$ cat config.mk
export PLATFORM = sky130hd
export DESIGN_NAME = ber_tlv_stream_parser
export DESIGN_NICKNAME = d
export VERILOG_FILES = /design/src/hdl/btlv_pkg.sv /design/src/hdl/btlv_parse.sv /design/src/hdl/btlv_result_queue.sv /design/src/hdl/ber_tlv_stream_parser.sv
export SDC_FILE = /design/constraint.sdc
export NUM_CORES = 1
export LEC_CHECK = 0
export BUFFER_PORTS_ARGS = -buffer_cell sky130_fd_sc_hd__buf_2
export CAP_MARGIN = 10
export CORE_MARGIN = 1.5
export CORE_UTILIZATION = 50
export DETAILED_ROUTE_END_ITERATION = 7
export PLACE_DENSITY = 0.65
export SLEW_MARGIN = 0
export SYNTH_ARGS = -nofsm -noshare
export SYNTH_HDL_FRONTEND = slang
export SYNTH_HIERARCHICAL = 1
export SYNTH_SLANG_ARGS = --single-unit
$ cat constraint.sdc
create_clock -name clk -period 9.5 [get_ports clk]
set_input_delay 0 -clock clk [delete_from_list [all_inputs] [get_ports clk]]
set_output_delay 0 -clock clk [all_outputs]
set_load 0.01 [all_outputs]
$ cat src/hdl/btlv_pkg.sv
// ----------------------------------------------------------------------------
// btlv_pkg: shared types and constants for the ber-tlv stream parser
// result codes, request codes, result record and parser-to-queue bundle
// ----------------------------------------------------------------------------
package btlv_pkg;

  // field widths fixed by the interface
  localparam int unsigned TAG_W   = 32;
  localparam int unsigned LEN_W   = 32;
  localparam int unsigned BYTE_W  = 8;
  localparam int unsigned KIND_W  = 3;

  // parameter defaults
  localparam int unsigned LENGTH_BITS_DEF    = 32;
  localparam int unsigned MAX_TAG_OCTETS_DEF = 4;

  // result queue depth, room for two results per request is needed
  localparam int unsigned QUEUE_DEPTH = 4;

  // request selector carried in tuser
  localparam logic OP_BEGIN = 1'b0;
  localparam logic OP_BYTE  = 1'b1;

  typedef enum logic [KIND_W-1:0] {
    KIND_ABSORB  = 3'd0,
    KIND_HEADER  = 3'd1,
    KIND_VALUE   = 3'd2,
    KIND_INVALID = 3'd3,
    KIND_END     = 3'd4
  } kind_t;

  typedef struct packed {
    kind_t              kind;
    logic [TAG_W-1:0]   tag_value;
    logic [LEN_W-1:0]   val_len;
    logic [LEN_W-1:0]   enc_len;
    logic [BYTE_W-1:0]  value_byte;
    logic               last;
  } result_t;

  // up to two results caused by one request
  typedef struct packed {
    logic    valid0;
    logic    valid1;
    result_t res0;
    result_t res1;
  } parse_out_t;

endpackage

$ cat src/hdl/btlv_parse.sv
// ----------------------------------------------------------------------------
// btlv_parse: parser state and combinational step logic
// consumes one request per cycle and produces zero, one or two results
// ----------------------------------------------------------------------------
module btlv_parse #(
  parameter int unsigned LENGTH_BITS    = btlv_pkg::LENGTH_BITS_DEF,
  parameter int unsigned MAX_TAG_OCTETS = btlv_pkg::MAX_TAG_OCTETS_DEF
) (
  input  logic                         clk,
  input  logic                         rst,
  input  logic                         in_valid,
  input  logic                         op,
  input  logic [btlv_pkg::BYTE_W-1:0]  data_byte,
  input  logic [btlv_pkg::LEN_W-1:0]   buffer_length,
  output btlv_pkg::parse_out_t         out
);

  localparam int unsigned LB    = LENGTH_BITS;
  localparam int unsigned CMP_W = (LB > btlv_pkg::LEN_W) ? LB : btlv_pkg::LEN_W;
  localparam int unsigned MAX_LEN_OCTETS = LB / 8;

  typedef enum logic [2:0] {
    PH_IDLE      = 3'd0,
    PH_TAG_FIRST = 3'd1,
    PH_TAG_MORE  = 3'd2,
    PH_LEN_FIRST = 3'd3,
    PH_LEN_MORE  = 3'd4,
    PH_VALUE     = 3'd5,
    PH_ERROR     = 3'd6,
    PH_DONE      = 3'd7
  } phase_t;

  phase_t                        phase, phase_next;
  logic [btlv_pkg::TAG_W-1:0]    tag_acc, tag_acc_next;
  logic [2:0]                    tag_cnt, tag_cnt_next;
  logic [LB-1:0]                 len_acc, len_acc_next;
  logic [3:0]                    len_left, len_left_next;
  logic [3:0]                    hdr_cnt, hdr_cnt_next;
  logic [btlv_pkg::LEN_W-1:0]    buf_left, buf_left_next;
  logic [btlv_pkg::LEN_W-1:0]    val_left, val_left_next;

  logic                          fail;
  logic                          hdone;
  logic [LB-1:0]                 hvlen;
  logic [btlv_pkg::LEN_W-1:0]    vlen32;
  logic [btlv_pkg::LEN_W-1:0]    bl;
  logic [btlv_pkg::LEN_W-1:0]    vl;
  logic [6:0]                    lol;
  logic [LB-1:0]                 len_shift;
  logic                          active;

  always_comb begin
    phase_next    = phase;
    tag_acc_next  = tag_acc;
    tag_cnt_next  = tag_cnt;
    len_acc_next  = len_acc;
    len_left_next = len_left;
    hdr_cnt_next  = hdr_cnt;
    buf_left_next = buf_left;
    val_left_next = val_left;
    out           = '0;
    fail          = 1'b0;
    hdone         = 1'b0;
    hvlen         = '0;
    vlen32        = '0;
    bl            = buf_left - 32'd1;
    vl            = val_left;
    lol           = data_byte[6:0];
    len_shift     = LB'({len_acc, data_byte});

    case (phase)
      PH_TAG_FIRST, PH_TAG_MORE, PH_LEN_FIRST, PH_LEN_MORE, PH_VALUE: active = 1'b1;
      default: active = 1'b0;
    endcase

    if (in_valid) begin
      if (op == btlv_pkg::OP_BEGIN) begin
        buf_left_next = buffer_length;
        if (buffer_length == '0) begin
          phase_next    = PH_DONE;
          out.valid0    = 1'b1;
          out.res0.kind = btlv_pkg::KIND_END;
        end else begin
          phase_next = PH_TAG_FIRST;
        end
      end else if (active) begin
        if (buf_left == '0) begin
          fail = 1'b1;
        end else begin
          buf_left_next = bl;
          case (phase)
            PH_TAG_FIRST: begin
              tag_acc_next = btlv_pkg::TAG_W'(data_byte);
              tag_cnt_next = 3'd1;
              hdr_cnt_next = 4'd1;
              if (data_byte[4:0] == 5'h1f) begin
                if (bl == '0 || 3'd1 >= 3'(MAX_TAG_OCTETS)) fail = 1'b1;
                else phase_next = PH_TAG_MORE;
              end else begin
                if (bl == '0) fail = 1'b1;
                else phase_next = PH_LEN_FIRST;
              end
              out.valid0    = 1'b1;
              out.res0.kind = btlv_pkg::KIND_ABSORB;
            end
            PH_TAG_MORE: begin
              if (tag_cnt == 3'd1 && data_byte[6:0] == 7'd0) begin
                fail = 1'b1;
              end else begin
                tag_acc_next = {tag_acc[btlv_pkg::TAG_W-9:0], data_byte};
                tag_cnt_next = tag_cnt + 3'd1;
                hdr_cnt_next = hdr_cnt + 4'd1;
                if (data_byte[7]) begin
                  if (bl == '0 || tag_cnt_next >= 3'(MAX_TAG_OCTETS)) fail = 1'b1;
                end else begin
                  if (bl == '0) fail = 1'b1;
                  else phase_next = PH_LEN_FIRST;
                end
                out.valid0    = 1'b1;
                out.res0.kind = btlv_pkg::KIND_ABSORB;
              end
            end
            PH_LEN_FIRST: begin
              hdr_cnt_next = hdr_cnt + 4'd1;
              if (!data_byte[7]) begin
                hdone = 1'b1;
                hvlen = LB'(data_byte);
              end else if (lol == 7'd0 || lol > 7'(MAX_LEN_OCTETS) ||
                           btlv_pkg::LEN_W'(lol) > bl) begin
                fail = 1'b1;
              end else begin
                len_left_next = lol[3:0];
                len_acc_next  = '0;
                phase_next    = PH_LEN_MORE;
                out.valid0    = 1'b1;
                out.res0.kind = btlv_pkg::KIND_ABSORB;
              end
            end
            PH_LEN_MORE: begin
              hdr_cnt_next = hdr_cnt + 4'd1;
              if (len_acc == '0 && data_byte == 8'd0) begin
                fail = 1'b1;
              end else if ((len_acc >> (LB - 8)) != '0) begin
                // next octet would overflow the length register
                fail = 1'b1;
              end else begin
                len_acc_next  = len_shift;
                len_left_next = len_left - 4'd1;
                if (len_left_next != 4'd0) begin
                  out.valid0    = 1'b1;
                  out.res0.kind = btlv_pkg::KIND_ABSORB;
                end else if (len_shift < LB'(128)) begin
                  // long form must not encode a short-form value
                  fail = 1'b1;
                end else begin
                  hdone = 1'b1;
                  hvlen = len_shift;
                end
              end
            end
            default: begin
              out.valid0          = 1'b1;
              out.res0.kind       = btlv_pkg::KIND_VALUE;
              out.res0.value_byte = data_byte;
              if (val_left != '0) vl = val_left - 32'd1;
              val_left_next = vl;
              if (vl == '0) begin
                if (bl == '0) begin
                  phase_next    = PH_DONE;
                  out.valid1    = 1'b1;
                  out.res1.kind = btlv_pkg::KIND_END;
                end else begin
                  phase_next = PH_TAG_FIRST;
                end
              end
            end
          endcase
        end
      end
    end

    // element header complete
    if (hdone) begin
      if (CMP_W'(hvlen) > CMP_W'(bl)) begin
        fail = 1'b1;
      end else begin
        vlen32             = btlv_pkg::LEN_W'(hvlen);
        out.valid0         = 1'b1;
        out.res0.kind      = btlv_pkg::KIND_HEADER;
        out.res0.tag_value = tag_acc_next;
        out.res0.val_len   = vlen32;
        out.res0.enc_len   = btlv_pkg::LEN_W'(hdr_cnt_next) + vlen32;
        val_left_next      = vlen32;
        if (hvlen != '0) begin
          phase_next = PH_VALUE;
        end else if (bl == '0) begin
          phase_next    = PH_DONE;
          out.valid1    = 1'b1;
          out.res1.kind = btlv_pkg::KIND_END;
        end else begin
          phase_next = PH_TAG_FIRST;
        end
      end
    end

    if (fail) begin
      phase_next    = PH_ERROR;
      out.valid0    = 1'b1;
      out.valid1    = 1'b0;
      out.res0      = '0;
      out.res1      = '0;
      out.res0.kind = btlv_pkg::KIND_INVALID;
    end

    if (out.valid1) out.res1.last = 1'b1;
    else if (out.valid0) out.res0.last = 1'b1;
  end

  always_ff @(posedge clk) begin
    if (rst) begin
      phase    <= PH_IDLE;
      tag_acc  <= '0;
      tag_cnt  <= '0;
      len_acc  <= '0;
      len_left <= '0;
      hdr_cnt  <= '0;
      buf_left <= '0;
      val_left <= '0;
    end else begin
      phase    <= phase_next;
      tag_acc  <= tag_acc_next;
      tag_cnt  <= tag_cnt_next;
      len_acc  <= len_acc_next;
      len_left <= len_left_next;
      hdr_cnt  <= hdr_cnt_next;
      buf_left <= buf_left_next;
      val_left <= val_left_next;
    end
  end

endmodule

$ cat src/hdl/btlv_result_queue.sv
// ----------------------------------------------------------------------------
// btlv_result_queue: small result queue between parser and output stream
// takes up to two results per cycle, hands one per out_ready cycle downstream
// ----------------------------------------------------------------------------
module btlv_result_queue (
  input  logic                  clk,
  input  logic                  rst,
  input  btlv_pkg::parse_out_t  in,
  output logic                  has_room,
  output logic                  out_valid,
  input  logic                  out_ready,
  output btlv_pkg::result_t     out_res
);

  localparam int unsigned DEPTH = btlv_pkg::QUEUE_DEPTH;
  localparam int unsigned PTR_W = $clog2(DEPTH);
  localparam int unsigned CNT_W = $clog2(DEPTH + 1);

  btlv_pkg::result_t   entries [DEPTH];
  logic [PTR_W-1:0]    wr_ptr, wr_ptr_next;
  logic [PTR_W-1:0]    rd_ptr, rd_ptr_next;
  logic [CNT_W-1:0]    count, count_next;
  logic                pop;
  logic [PTR_W-1:0]    wr_ptr1;

  assign pop       = out_valid && out_ready;
  assign out_valid = (count != '0);
  assign out_res   = entries[rd_ptr];
  assign has_room  = (count <= CNT_W'(DEPTH - 2));
  assign wr_ptr1   = wr_ptr + PTR_W'(1);

  always_comb begin
    wr_ptr_next = wr_ptr;
    rd_ptr_next = rd_ptr;
    count_next  = count;
    if (in.valid0) begin
      wr_ptr_next = wr_ptr1;
      count_next  = count_next + CNT_W'(1);
    end
    if (in.valid1) begin
      wr_ptr_next = wr_ptr + PTR_W'(2);
      count_next  = count_next + CNT_W'(1);
    end
    if (pop) begin
      rd_ptr_next = rd_ptr + PTR_W'(1);
      count_next  = count_next - CNT_W'(1);
    end
  end

  always_ff @(posedge clk) begin
    if (in.valid0) entries[wr_ptr] <= in.res0;
    if (in.valid1) entries[wr_ptr1] <= in.res1;
  end

  always_ff @(posedge clk) begin
    if (rst) begin
      wr_ptr <= '0;
      rd_ptr <= '0;
      count  <= '0;
    end else begin
      wr_ptr <= wr_ptr_next;
      rd_ptr <= rd_ptr_next;
      count  <= count_next;
    end
  end

endmodule

$ cat src/hdl/ber_tlv_stream_parser.sv
// ----------------------------------------------------------------------------
// ber_tlv_stream_parser: streaming der-strict ber-tlv element parser
// begin requests load the buffer length, byte requests are parsed one a cycle
// ----------------------------------------------------------------------------
// results are registered in the result queue, which drives m_tvalid
// throughput: one request per cycle; the parser state updates in one step
//   and its results go to a four-entry result queue; s_tready is low while
//   the queue holds more than two results (a request may cause two)
// reset: rst (synchronous, active high) returns the parser to idle,
//   waiting for a begin request, and empties the result queue
// ----------------------------------------------------------------------------
module ber_tlv_stream_parser #(
  parameter int unsigned LENGTH_BITS    = btlv_pkg::LENGTH_BITS_DEF,
  parameter int unsigned MAX_TAG_OCTETS = btlv_pkg::MAX_TAG_OCTETS_DEF
) (
  input  logic          clk,
  input  logic          rst,
  // request stream
  input  logic          s_tvalid,
  output logic          s_tready,
  input  logic [39:0]   s_tdata,   // data_byte[7:0], buffer_length[39:8]
  input  logic          s_tuser,   // op: 0 begin, 1 data byte
  // result stream
  output logic          m_tvalid,
  input  logic          m_tready,
  output logic [103:0]  m_tdata,   // tag_value[31:0], value len[63:32],
                                   // header plus value len[95:64],
                                   // value_byte[103:96]
  output logic [2:0]    m_tuser,   // kind
  output logic          m_tlast    // last result of its request
);

  // request accepted this cycle
  logic                  req_take;
  // results of the accepted request
  btlv_pkg::parse_out_t  step_out;
  // head of the result queue
  btlv_pkg::result_t     head;
  logic                  room;

  assign s_tready = room;
  assign req_take = s_tvalid && s_tready;

  // tag, length and value tracking, one step per request
  btlv_parse #(
    .LENGTH_BITS    (LENGTH_BITS),
    .MAX_TAG_OCTETS (MAX_TAG_OCTETS)
  ) u_parse (
    .clk           (clk),
    .rst           (rst),
    .in_valid      (req_take),
    .op            (s_tuser),
    .data_byte     (s_tdata[7:0]),
    .buffer_length (s_tdata[39:8]),
    .out           (step_out)
  );

  // result buffering decouples the parser from output stalls
  btlv_result_queue u_queue (
    .clk       (clk),
    .rst       (rst),
    .in        (step_out),
    .has_room  (room),
    .out_valid (m_tvalid),
    .out_ready (m_tready),
    .out_res   (head)
  );

  // pack the result fields, fields not used by a kind are zero
  assign m_tdata = {head.value_byte, head.enc_len,
                    head.val_len, head.tag_value};
  assign m_tuser = head.kind;
  assign m_tlast = head.last;

endmodule

# Yosys cells after proc, flatten, opt, wreduce, memory -nomap -nowiden
# Memories as Yosys holds them, arrays and structs flattened. A register that Yosys moved wholly into a read port is not among the register bits.
# Cells that the tools add are included.
word_totals:
  ff_bits: 149
  mem_bits_rw: 432
  input_bits: 45
  out_inout_bits: 110
  elab_cells: 225
  mem_count: 1
memory_table:
  columns: ["name", "words", "word_bits", "read_ports", "rd_clocked_by_memory_dff", "wr", "line", "rtl"]
  rows:
  - ["u_queue.entries", 4, 108, 1, 1, 2, "btlv_result_queue.sv:19", "btlv_pkg::result_t entries [DEPTH];"]
classes:
  addsub: 12
  order_cmp: 6
  eq_ne: 14
  muxes: 150
  n_bitwise: 1
  n_reduce_logical: 29
ops:
  columns: ["op", "count"]
  rows:
  - ["two-way mux 32 bit", 33]
  - ["two-way mux 218 bit", 1]
  - ["two-way mux 101 bit", 2]
  - ["case mux 32 bit (2 select lines)", 3]
  - ["logical NOT 32 bit", 5]
  - ["two-way mux 3 bit", 35]
  - ["nonzero test 32 bit", 3]
  - ["subtractor 32 x 1 -> 32 bit (second input constant)", 2]
  - ["two-way mux 1 bit", 46]
  - ["two-way mux 8 bit", 5]
  - ["two-way mux 4 bit", 9]
  - ["adder 4 x 32 -> 32 bit", 1]
  - ["greater-than comparator 32 bit", 1]
  - ["greater-than comparator 7 x 32 -> 1 bit", 1]
  - ["less-than comparator 32 x 8 -> 1 bit (second input constant)", 1]
  - ["two-way mux 5 bit", 3]
  - ["!= test 2 bit (second input constant)", 6]
  - ["case mux 3 bit (4 select lines)", 1]
  - ["case mux 4 bit (3 select lines)", 1]
  - ["two-way mux 2 bit", 5]
  - ["adder 3 x 1 -> 3 bit (second input constant)", 3]
  - ["AND reduction 9 bit", 1]
  - ["logical NOT 8 bit", 1]
  - ["case mux 4 bit (2 select lines)", 1]
  - ["other kinds (30)", 42]

# Logic depth before layout (Yosys ltp)
# Gate-level depths: netlist of run 1.
depth:
  word_depth: 24
  depth_mapped: 30
  mapped_depth_nobuf: 26

# By module
# Netlist of run 1, hierarchy kept.
by_module_without_submodules:
  columns: ["mod", "instances", "cells_per_inst", "area_per_inst_um2", "seq_area_each_um2"]
  rows:
  - ["btlv_result_queue", 1, 1108, 21289.2, 13152.6]
  - ["btlv_parse", 1, 1545, 11300.8, 2842.7]
  - ["ber_tlv_stream_parser", 1, 1, 6.3, 0.0]

# Worst setup path after synthesis of run 1
# No wires, ideal clock.
synth_path:
  path_kind: "flip-flop to flip-flop"
  start: "register u_parse/buf_left[24] in the netlist's numbering"
  end: "memory u_queue/entries[2][0] in the netlist's numbering (enable)"
  setup_time_ns: 0.471
  arrival_time_ns: 7.564
  t_required_ns: 9.029
  path_slack_ns: 1.465
  path_stages_with_launch: 25
  n_path_buf: 6
  period_less_slack_ns: 8.035
  cell_sequence: "dfxtp_1 or4_4 or4_4 or4_4 nand2_1 nor2_1 clkbuf_1 clkbuf_1 and2_1 ha_1 nor2b_1 o21a_1 o21a_1 o21ai_0 a211oi_1 or3_1 o21ai_0 nand3_1 a21oi_1 buf_4 buf_6 nand2_4 buf_6 buf_6 nand2_1"
synth_rtl:
  columns: ["element", "line", "rtl"]
  rows:
  - ["start, declared", "btlv_parse.sv:39", "logic [btlv_pkg::LEN_W-1:0] buf_left, buf_left_next;"]
  - ["start signal, assigned", "btlv_parse.sv:236", "buf_left <= buf_left_next;"]
  - ["end, declared", "btlv_result_queue.sv:19", null]

==> flow_metrics.env, run 1 <==
export IMPL_finClkSkew_ns=0.0284
export IMPL_syn_to_final_growth_pct=10.2
export IMPL_slew_headroom_pct=19.7
export IMPL_synth_area_leader_cell="edfxtp_1"
export IMPL_die_y_um=258
export IMPL_die_width_um=258
export IMPL_async_flop_share_pct=0
export IMPL_clk_insertion_delay_late_ns=0.64
export IMPL_tightest_slew_ns=1.20
export IMPL_grt_setup_unrepaired="no"
export IMPL_p_per_area_nw_per_um2=196
export IMPL_coreArea_sq_um=64500
export IMPL_synth_area_sq_um=32600
export IMPL_cp_data_arrival_time_ns=8.35
export IMPL_synth_edf_count=432
export IMPL_hold_buffers=43
export IMPL_power_leakage_nw=13.9
export IMPL_grtUsageMet2_pct=42.4
export IMPL_vias=21800
export IMPL_startpoint_type="flop"
export IMPL_crit_path_max_fanout=62
export IMPL_grtUsageTotal_pct=25.8
export IMPL_gp_congestion=1.01
export IMPL_post_cts_buffers=0
export IMPL_synth_cell_type_count=85
export IMPL_numCtsBuffers=60
export IMPL_r2r_start="u_parse/buf_left[0]"
export IMPL_r2r_slack_ns=1.53
export IMPL_reg2reg_depth=19
export IMPL_grt_util_met1_pct=35.8
export IMPL_h_tree_depth=2
export IMPL_fin_ws_ns=1.53
export IMPL_required_ns=9.87
export IMPL_placed_cells=3522
export IMPL_power_mw=7.05
export IMPL_firstDrtPassIters=5
export IMPL_ys_seq_area_share_pct=49.1
export IMPL_synth_commonest_cells="edfxtp_1 (432), mux2_2 (400), nor2_1 (280)"
export IMPL_dp_slack_ns=1.59
export IMPL_clkSlewWorstSetupHoldPaths_ns=0.06
export IMPL_ir_drop_mv=0.195
export IMPL_dp_hpwl_um=54800
export IMPL_antenna_found_initial=1
export IMPL_synth_ff_type="edfxtp_1"
export IMPL_synth_cells=2654
export IMPL_yosys_top_cells_area="edfxtp_1 (40%), mux2_2 (14%), dfxtp_1 (9.3%)"
export IMPL_drt_wl_total_um=86800
export IMPL_fin_nets=2881
export IMPL_path_class="flop to flop"
export IMPL_critPathLaunch="u_parse/buf_left[0]"
export IMPL_fmax_mhz=125
export IMPL_die_area_sq_um=66700
export IMPL_grt_ovfl_total=0
export IMPL_grt_pass1_wl_um=133000
export IMPL_timing_final_crit_period_ns=7.97
export IMPL_grt_pass1_vias=22100
export IMPL_grt_max_degree=109
export IMPL_cts_sinks=583
export IMPL_remaining_drc_errors=0
export IMPL_ios=155
export IMPL_final_layout_size_suffix_gt1_share_pct=29.3
export IMPL_grt_busiest_layer="met2"
export IMPL_finalCritPeriodShare_pct=83.9
export IMPL_wl_per_cell_um=23.6
export IMPL_ant_nets=0
export IMPL_yosys_register_bits=583
export IMPL_setup_tns_final_ns=0
export IMPL_slew_violations=0
export IMPL_avgSynthCellArea_sq_um=12.3
export IMPL_port_buffers=154
export IMPL_cts_buffer_depth=3
export IMPL_diodes=0
export IMPL_endpoint="u_queue/entries[0][105]"
export IMPL_avgViaCountPerCell=5.93
export IMPL_cts_tree="yes"
export IMPL_first_iter_violations=1995
export IMPL_initial_core_util_pct=50.6
export IMPL_grt_use_met3_pct=3.31
export IMPL_yosys_warnings=6
export IMPL_reg2reg_to="u_queue/entries[0][105]"
export IMPL_crit_path_end_kind="flop"
export IMPL_maxCapViolCount=0
export IMPL_yosysMostFrequentCell="edfxtp_1"
export IMPL_instances_no_fill=3678
export IMPL_status="finished clean"
export IMPL_hold_viol=0
export IMPL_cts_resized_gates=0
export IMPL_setup_viol_count_final=0
export IMPL_yosysTopAreaCellShare_pct=39.8
export IMPL_root_buffer="clkbuf_16"
export IMPL_fp_row_count=93
export IMPL_min_path_type="input pin to flop"
export IMPL_whs_ns=0.115
critical path, cell delays in order, from the launching register on:
cell     delay, ns
dfxtp_1       0.38
inv_1         0.17
ha_1          0.32
nor3b_2       0.41
nand4_1       0.55
nor2_1        0.46
nand3_1       0.22
or4_1         0.46
xor2_1        0.18
ha_1          0.30
nand3_1       0.10
nor3_1        0.29
nand3_1       0.14
or3_1         0.45
o21ai_2       0.24
nand3_1       0.13
a21oi_2       0.91
nand2_4       0.89
buf_4         0.64
mux2_1        0.42
logic make-up (layout without fill, tap and decap cells):
kind of cell    after synthesis  count (layout)  share of synthesized area (%)
other cells                   1             106                         0.0115
fa+ha+maj                    63              63                           2.44
flops                       583             583                           49.1
buf+inv                     320             384                           5.70
xor+xnor                     93              93                           2.54
compound gates              290             290                           5.77
mux                         560             560                           23.0
simple gates                744             744                           11.4
power breakdown:
part | switching [mW] | internal, mW
clock network | 1.00 | 1.40
registers | 0.0762 | 2.78
logic | 1.05 | 0.742
flip-flops by register name, summed over array words and instances (netlist names), 3 cells and up, named ones only:
| register | flops |
|---|---|
| u_queue/entries | 432 |
| u_parse/hdr_cnt | 4 |
| u_parse/tag_cnt | 3 |
| u_queue/count | 3 |
| u_parse/len_left | 4 |
| u_parse/phase | 3 |
| u_parse/tag_acc | 32 |
| u_parse/buf_left | 32 |
| u_parse/len_acc | 32 |
| u_parse/val_left | 32 |
per-stage QoR:
step,instance area [sq um],util (%)
final,35900,55.7
after global routing,35900,55.7
after CTS,35900,55.7
after detailed placement,33500,52.0
after global placement,33500,52.0
after floorplan,33000,-
layer usage:
layer / routed length, um / share of wire (%)
met1: 38300 / 44
met2: 41400 / 48
met3: 4910 / 5.7
met4: 2250 / 2.6
met5: 0 / 0
cells in the final DEF (no fill, tap or decap), types with 31 or more instances in the layout:
master / n
nand2_1: 107
mux4_2: 108
xnor2_1: 49
nor2_1: 279
nor3_1: 45
xor2_1: 43
dfxtp_1: 149
mux2_2: 400
mux2_1: 36
and2_1: 31
nor4_1: 42
o21ai_0: 32
and3_1: 44
inv_1: 44
a21oi_1: 113
a22oi_1: 35
buf_2: 153
edfxtp_1: 432
dlygate4sd3_1: 43
a211oi_1: 35
conb_1: 106
ha_1: 62
nand3_1: 70
clkbuf_16: 60
final cells by class:
cell class,instances,area [sq um]
clock inverters,31,360
repair buffers,227,1490
flip-flops and latches,583,16000
multi-input cells,1856,15200
clock buffers,81,1640
well taps,855,1070
fillers,5358,28500
inverters,45,169
worst min path at each step:
stage	from	endpoint	slack, ns	cells past startpoint
6_report	s_tvalid	u_parse/buf_left[2]	0.12	5
5_1_grt	s_tvalid	u_parse/buf_left[2]	0.10	5
4_1_cts	s_tvalid	u_parse/buf_left[2]	0.07	5
3_5_place_dp	s_tdata[8]	u_parse/buf_left[0]	0.31	3
3_3_place_gp	s_tdata[8]	u_parse/buf_left[0]	0.31	3
2_1_floorplan	s_tdata[8]	u_parse/buf_left[0]	0.17	2
(Power assumes the default switching activity.)
==> run 2, diff against run 1 <==
--- a/config.mk
+++ b/config.mk
@@ -10,7 +10,7 @@
 export CORE_MARGIN = 1.5
 export CORE_UTILIZATION = 50
 export DETAILED_ROUTE_END_ITERATION = 7
-export PLACE_DENSITY = 0.65
+export PLACE_DENSITY = 0.68
 export SLEW_MARGIN = 0
 export SYNTH_ARGS = -nofsm -noshare
 export SYNTH_HDL_FRONTEND = slang
==> constraint.sdc (replaced) <==
create_clock -name clk -period 7.2 [get_ports clk]
set_input_delay 0 -clock clk [delete_from_list [all_inputs] [get_ports clk]]
set_output_delay 0 -clock clk [all_outputs]
set_load 0.01 [all_outputs]
==> flow_metrics.env, run 2 (synthesis gave the netlist of run 1 again) <==
export IMPL_status="finished clean"
export IMPL_final_common_cell="edfxtp_1"
export IMPL_design_area_sq_um=36400
export IMPL_clkSlewWorstSetupHoldPaths_ns=0.05
export IMPL_fp_row_count=93
export IMPL_cts_buffer_depth=3
export IMPL_p_per_area_nw_per_um2=263
export IMPL_coreArea_sq_um=64500
export IMPL_multiInputGateArea_sq_um=15200
export IMPL_port_buffers=154
export IMPL_vias=21900
export IMPL_post_cts_buffers=0
export IMPL_cp_data_arrival_time_ns=7.26
export IMPL_crit_path_max_fanout=26
export IMPL_placed_cells=3534
export IMPL_min_path_type="input pin to flop"
export IMPL_fin_nets=2907
export IMPL_dp_hpwl_um=54300
export IMPL_setup_tns_final_ns=0
export IMPL_numCtsBuffers=66
export IMPL_grt_ovfl_total=0
export IMPL_power_frac_clock_pct=35.6
export IMPL_p_switching_mw=2.86
export IMPL_slew_headroom_pct=14.1
export IMPL_slowest_stage="dlygate4sd3_1"
export IMPL_startpoint_type="flop"
export IMPL_drt_wl_total_um=85300
export IMPL_crit_path_end_kind="flop"
export IMPL_intPower_mw=6.71
export IMPL_path_class="flop to flop"
export IMPL_cts_tree="yes"
export IMPL_grtUsageTotal_pct=25.5
export IMPL_ios=155
export IMPL_layout_common_cells="edfxtp_1 (432), mux2_2 (400), nor2_1 (279)"
export IMPL_remaining_drc_errors=0
export IMPL_finClkSkew_ns=0.0234
export IMPL_seqPwrFrac_pct=39.7
export IMPL_finalCritPeriodShare_pct=94.0
export IMPL_die_area_sq_um=66700
export IMPL_maxCapViolCount=0
export IMPL_power_leakage_nw=14.1
export IMPL_h_tree_depth=3
export IMPL_root_buffer="clkbuf_16"
export IMPL_switching_share_pct=29.9
export IMPL_gp_congestion=0.931
export IMPL_placed_area_sq_um=33700
export IMPL_grt_pass1_vias=22400
export IMPL_required_ns=7.69
export IMPL_firstDrtPassIters=6
export IMPL_setup_viol_count_final=0
export IMPL_register_area_sq_um=16000
export IMPL_first_iter_violations=1759
export IMPL_die_width_um=258
export IMPL_initial_core_util_pct=50.6
export IMPL_grt_max_degree=109
export IMPL_wl_per_cell_um=23.0
export IMPL_cts_resized_gates=0
export IMPL_cts_sinks=583
export IMPL_clk_insertion_delay_late_ns=0.62
export IMPL_slowest_delay_ns=0.59
export IMPL_fmax_mhz=148
export IMPL_final_layout_size_suffix_gt1_share_pct=29.7
export IMPL_tightest_slew_ns=1.27
export IMPL_ant_nets=0
export IMPL_antenna_found_initial=2
export IMPL_comb_power_share_pct=24.8
export IMPL_nFillCells=5250
export IMPL_hold_buffers=52
export IMPL_ir_drop_mv=0.185
export IMPL_instances_no_fill=3707
export IMPL_syn_to_final_growth_pct=11.6
export IMPL_grt_setup_unrepaired="no"
export IMPL_timing_final_crit_period_ns=6.77
export IMPL_hold_viol=0
export IMPL_avgViaCountPerCell=5.92
export IMPL_regMostFlops="u_queue/entries"
export IMPL_largest_reg_flops=432
export IMPL_die_y_um=258
export IMPL_power_mw=9.57
export IMPL_grt_pass1_wl_um=131000
export IMPL_slew_violations=0
[run 2: changes by cell type in the layout (fill, tap and decap cells not counted), sizes merged]
| cell | change |
|---|---|
| bufinv | -1 |
| buf | +12 |
| clkinv | -9 |
| clkbuf | +14 |
| diode | +1 |
| inv | +3 |
| dlygate4sd3 | +9 |
[run 2: layer usage]
layer / global-route usage (%) / part of all wire, %
met4: 9.10 / 2.8
met5: 0 / 0.014
met3: 4.04 / 5.6
met2: 42.9 / 49
met1: 33.7 / 43
[run 2: cell type report]
class | instances | share of cell area, %
antenna | 1 | 0.00688
clock buffer | 96 | 5.16
clock inverter | 24 | 0.870
inverter | 45 | 0.464
multi-input combinational | 1856 | 41.8
sequential | 583 | 44.0
tap | 855 | 2.94
timing repair buffer | 247 | 4.78
[run 2: metrics by stage]
stage / hold WS (ns) / worst slack (ns) / utilization (%)
floorplan: 0.168 / 0.237 / -
global placement: 0.329 / 0.855 / 52.2
detailed placement: 0.324 / 0.750 / 52.2
CTS: 0.128 / 0.623 / 56.4
global route: 0.175 / 0.0856 / 56.4
finish: 0.201 / 0.433 / 56.4
[run 2: power groups by stage]
stage               sequential, mW  clock, mW  combinational [mW]
global placement              3.86          0                2.28
floorplan                     3.78          0                1.70
detailed placement            3.87          0                2.30
finish                        3.80       3.40                2.37
CTS                           3.80       3.47                2.35
global route                  3.81       3.59                2.56
[run 2: final timing paths]
path                            depth (start not counted)  slack, ns                   end           startpoint
worst max-delay path                                   26       0.43      u_queue/count[2]     u_queue/count[0]
worst min register to register                          2       0.50   u_parse/tag_acc[26]  u_parse/tag_acc[26]
worst max register to register                         26       0.43      u_queue/count[2]     u_queue/count[0]
worst min-delay path                                    5       0.20  u_parse/buf_left[10]             s_tvalid
[run 2: worst max-delay path, delay by kind of cell (launching register included)]
kind,cells,cell delay (ns)
AOI/OAI and AO/OA,5,1.16
xor gates and xnor gates,1,0.18
adders and majority gates,3,0.60
buffers and inverters,5,1.19
DFF,1,0.33
muxes,1,0.28
and+or+nand+nor,11,2.87
==> run 3, diff against run 2 <==
--- a/config.mk
+++ b/config.mk
@@ -5,12 +5,12 @@
 export SDC_FILE = /design/constraint.sdc
 export NUM_CORES = 1
 export LEC_CHECK = 0
-export BUFFER_PORTS_ARGS = -buffer_cell sky130_fd_sc_hd__buf_2
 export CAP_MARGIN = 10
 export CORE_MARGIN = 1.5
 export CORE_UTILIZATION = 50
 export DETAILED_ROUTE_END_ITERATION = 7
-export PLACE_DENSITY = 0.68
+export DONT_BUFFER_PORTS = 1
+export PLACE_DENSITY = 0.66
 export SLEW_MARGIN = 0
 export SYNTH_ARGS = -nofsm -noshare
 export SYNTH_HDL_FRONTEND = slang
==> flow_metrics.env, run 3 (synthesis gave the netlist of run 1 again) <==
export IMPL_power_leakage_nw=13.5
export IMPL_cp_common_cell="nand3_1"
export IMPL_maxCapViolCount=0
export IMPL_vias=21400
export IMPL_startpoint_type="flop"
export IMPL_antenna_found_initial=1
export IMPL_grt_max_degree=151
export IMPL_avgViaCountPerCell=6.01
export IMPL_dp_hpwl_um=55600
export IMPL_die_y_um=258
export IMPL_firstDrtPassIters=6
export IMPL_gp_congestion=0.944
export IMPL_min_path_type="input pin to flop"
export IMPL_root_buffer="clkbuf_16"
export IMPL_fin_nets=2753
export IMPL_fmax_mhz=153
export IMPL_grt_setup_unrepaired="no"
export IMPL_hold_viol=0
export IMPL_slew_headroom_pct=13.2
export IMPL_h_tree_depth=3
export IMPL_power_mw=9.41
export IMPL_cts_resized_gates=0
export IMPL_drt_wl_total_um=87600
export IMPL_coreArea_sq_um=64500
export IMPL_comb_power_share_pct=23.2
export IMPL_initial_core_util_pct=50.6
export IMPL_numCtsBuffers=66
export IMPL_switching_share_pct=30.3
export IMPL_grt_pass1_wl_um=132000
export IMPL_final_common_cell="edfxtp_1"
export IMPL_largest_reg_flops=432
export IMPL_status="finished clean"
export IMPL_p_per_area_nw_per_um2=264
export IMPL_crit_path_max_fanout=19
export IMPL_ir_drop_mv=0.167
export IMPL_clkSlewWorstSetupHoldPaths_ns=0.06
export IMPL_intPower_mw=6.56
export IMPL_layout_common_cells="edfxtp_1 (432), mux2_2 (400), nor2_1 (279)"
export IMPL_setup_tns_final_ns=0
export IMPL_power_frac_clock_pct=36.4
export IMPL_whs_ns=0.0272
export IMPL_grt_ovfl_total=0
export IMPL_required_ns=7.70
export IMPL_wl_per_cell_um=24.6
export IMPL_placed_area_sq_um=33000
export IMPL_finalCritPeriodShare_pct=91.1
export IMPL_die_width_um=258
export IMPL_cp_data_arrival_time_ns=7.05
export IMPL_grtUsageTotal_pct=25.9
export IMPL_grt_pass1_vias=21300
export IMPL_die_area_sq_um=66700
export IMPL_register_area_sq_um=16000
export IMPL_design_area_sq_um=35700
export IMPL_ios=155
export IMPL_nFillCells=5341
export IMPL_clk_insertion_delay_late_ns=0.62
export IMPL_multiInputGateArea_sq_um=15200
export IMPL_slew_violations=0
export IMPL_p_switching_mw=2.85
export IMPL_cts_sinks=583
export IMPL_crit_path_end_kind="flop"
export IMPL_slowest_stage="dlygate4sd3_1"
export IMPL_timing_final_crit_period_ns=6.56
export IMPL_regMostFlops="u_queue/entries"
export IMPL_fp_row_count=93
export IMPL_first_iter_violations=1783
export IMPL_path_class="flop to flop"
export IMPL_final_layout_size_suffix_gt1_share_pct=26.0
export IMPL_tightest_slew_ns=1.29
export IMPL_slowest_delay_ns=0.57
export IMPL_setup_viol_count_final=0
export IMPL_remaining_drc_errors=0
export IMPL_finClkSkew_ns=0.0294
export IMPL_syn_to_final_growth_pct=9.44
export IMPL_cts_buffer_depth=3
export IMPL_cts_tree="yes"
export IMPL_ant_nets=0
export IMPL_seqPwrFrac_pct=40.3
export IMPL_port_buffers=0
-- run 3: cell count changes in the layout (fill, tap and decap cells not counted), moves of 2 or more --
cell,before,now
buf_12,11,14
buf_2,153,0
buf_4,31,33
bufinv_16,6,4
clkbuf_8,7,11
clkinv_2,5,7
dlygate4sd3_1,52,45
inv_16,1,3
inv_6,2,0
-- run 3: power by group through the flow --
stage	Combinational (mW)	Sequential [mW]	Clock (mW)
floorplan	1.70	3.78	0
global route	2.36	3.81	3.62
global placement	2.10	3.86	0
finish	2.19	3.80	3.43
detailed placement	2.11	3.87	0
CTS	2.18	3.80	3.49
-- run 3: cell type report --
| class | instances | area share (%) |
|---|---|---|
| inverter | 45 | 0.474 |
| tap | 855 | 3.00 |
| antenna | 1 | 0.00701 |
| multi-input combinational | 1856 | 42.6 |
| sequential | 583 | 44.9 |
| clock buffer | 99 | 5.40 |
| clock inverter | 23 | 0.817 |
| timing repair buffer | 93 | 2.82 |
-- run 3: routing by layer --
layer / GRT usage, % / routed length, um / vias to the layer above / share of wire, %
li1: - / - / 9765 / -
met1: 35.0 / 37700 / 10700 / 43
met2: 42.8 / 41800 / 774 / 48
met3: 4.56 / 5880 / 136 / 6.7
met4: 7.86 / 2190 / 0 / 2.5
met5: 0 / 0 / - / 0
-- run 3: what timing repair did --
item                                    in CTS  in global routing
endpoints found under the setup margin       0                  0
hold buffers                                47                  0
setup buffers                                0                  0
endpoints found under the hold margin      223                  0
-- run 3: final timing paths --
check,startpoint,to,slack (ns),cells after the start
setup / recovery,u_parse/buf_left[0],u_queue/count[2],0.64,26
hold / removal,s_tdata[5],u_queue/entries[2][14],0.03,3
setup reg to reg,u_parse/buf_left[0],u_queue/count[2],0.64,26
hold reg to reg,u_parse/len_acc[29],u_parse/len_acc[29],0.51,2
-- run 3: metrics by stage --
stage / utilization [%] / setup slack, ns / std cells
after floorplan: - / 0.237 / 2759
after global placement: 51.1 / 0.807 / 3385
after detailed placement: 51.1 / 0.726 / 3385
after CTS: 55.3 / 0.669 / 3554
after global routing: 55.3 / 0.140 / 3554
final: 55.3 / 0.644 / 3555
-- run 3: worst max-delay path, delay by kind of cell (launching register included) --
kind,cells,cell delay [ns]
DFF,1,0.38
xor gates and xnor gates,3,0.65
and+or+nand+nor,13,3.03
buffers and inverters,4,1.22
adders and majority gates,3,0.85
AOI/OAI and AO/OA,3,0.32
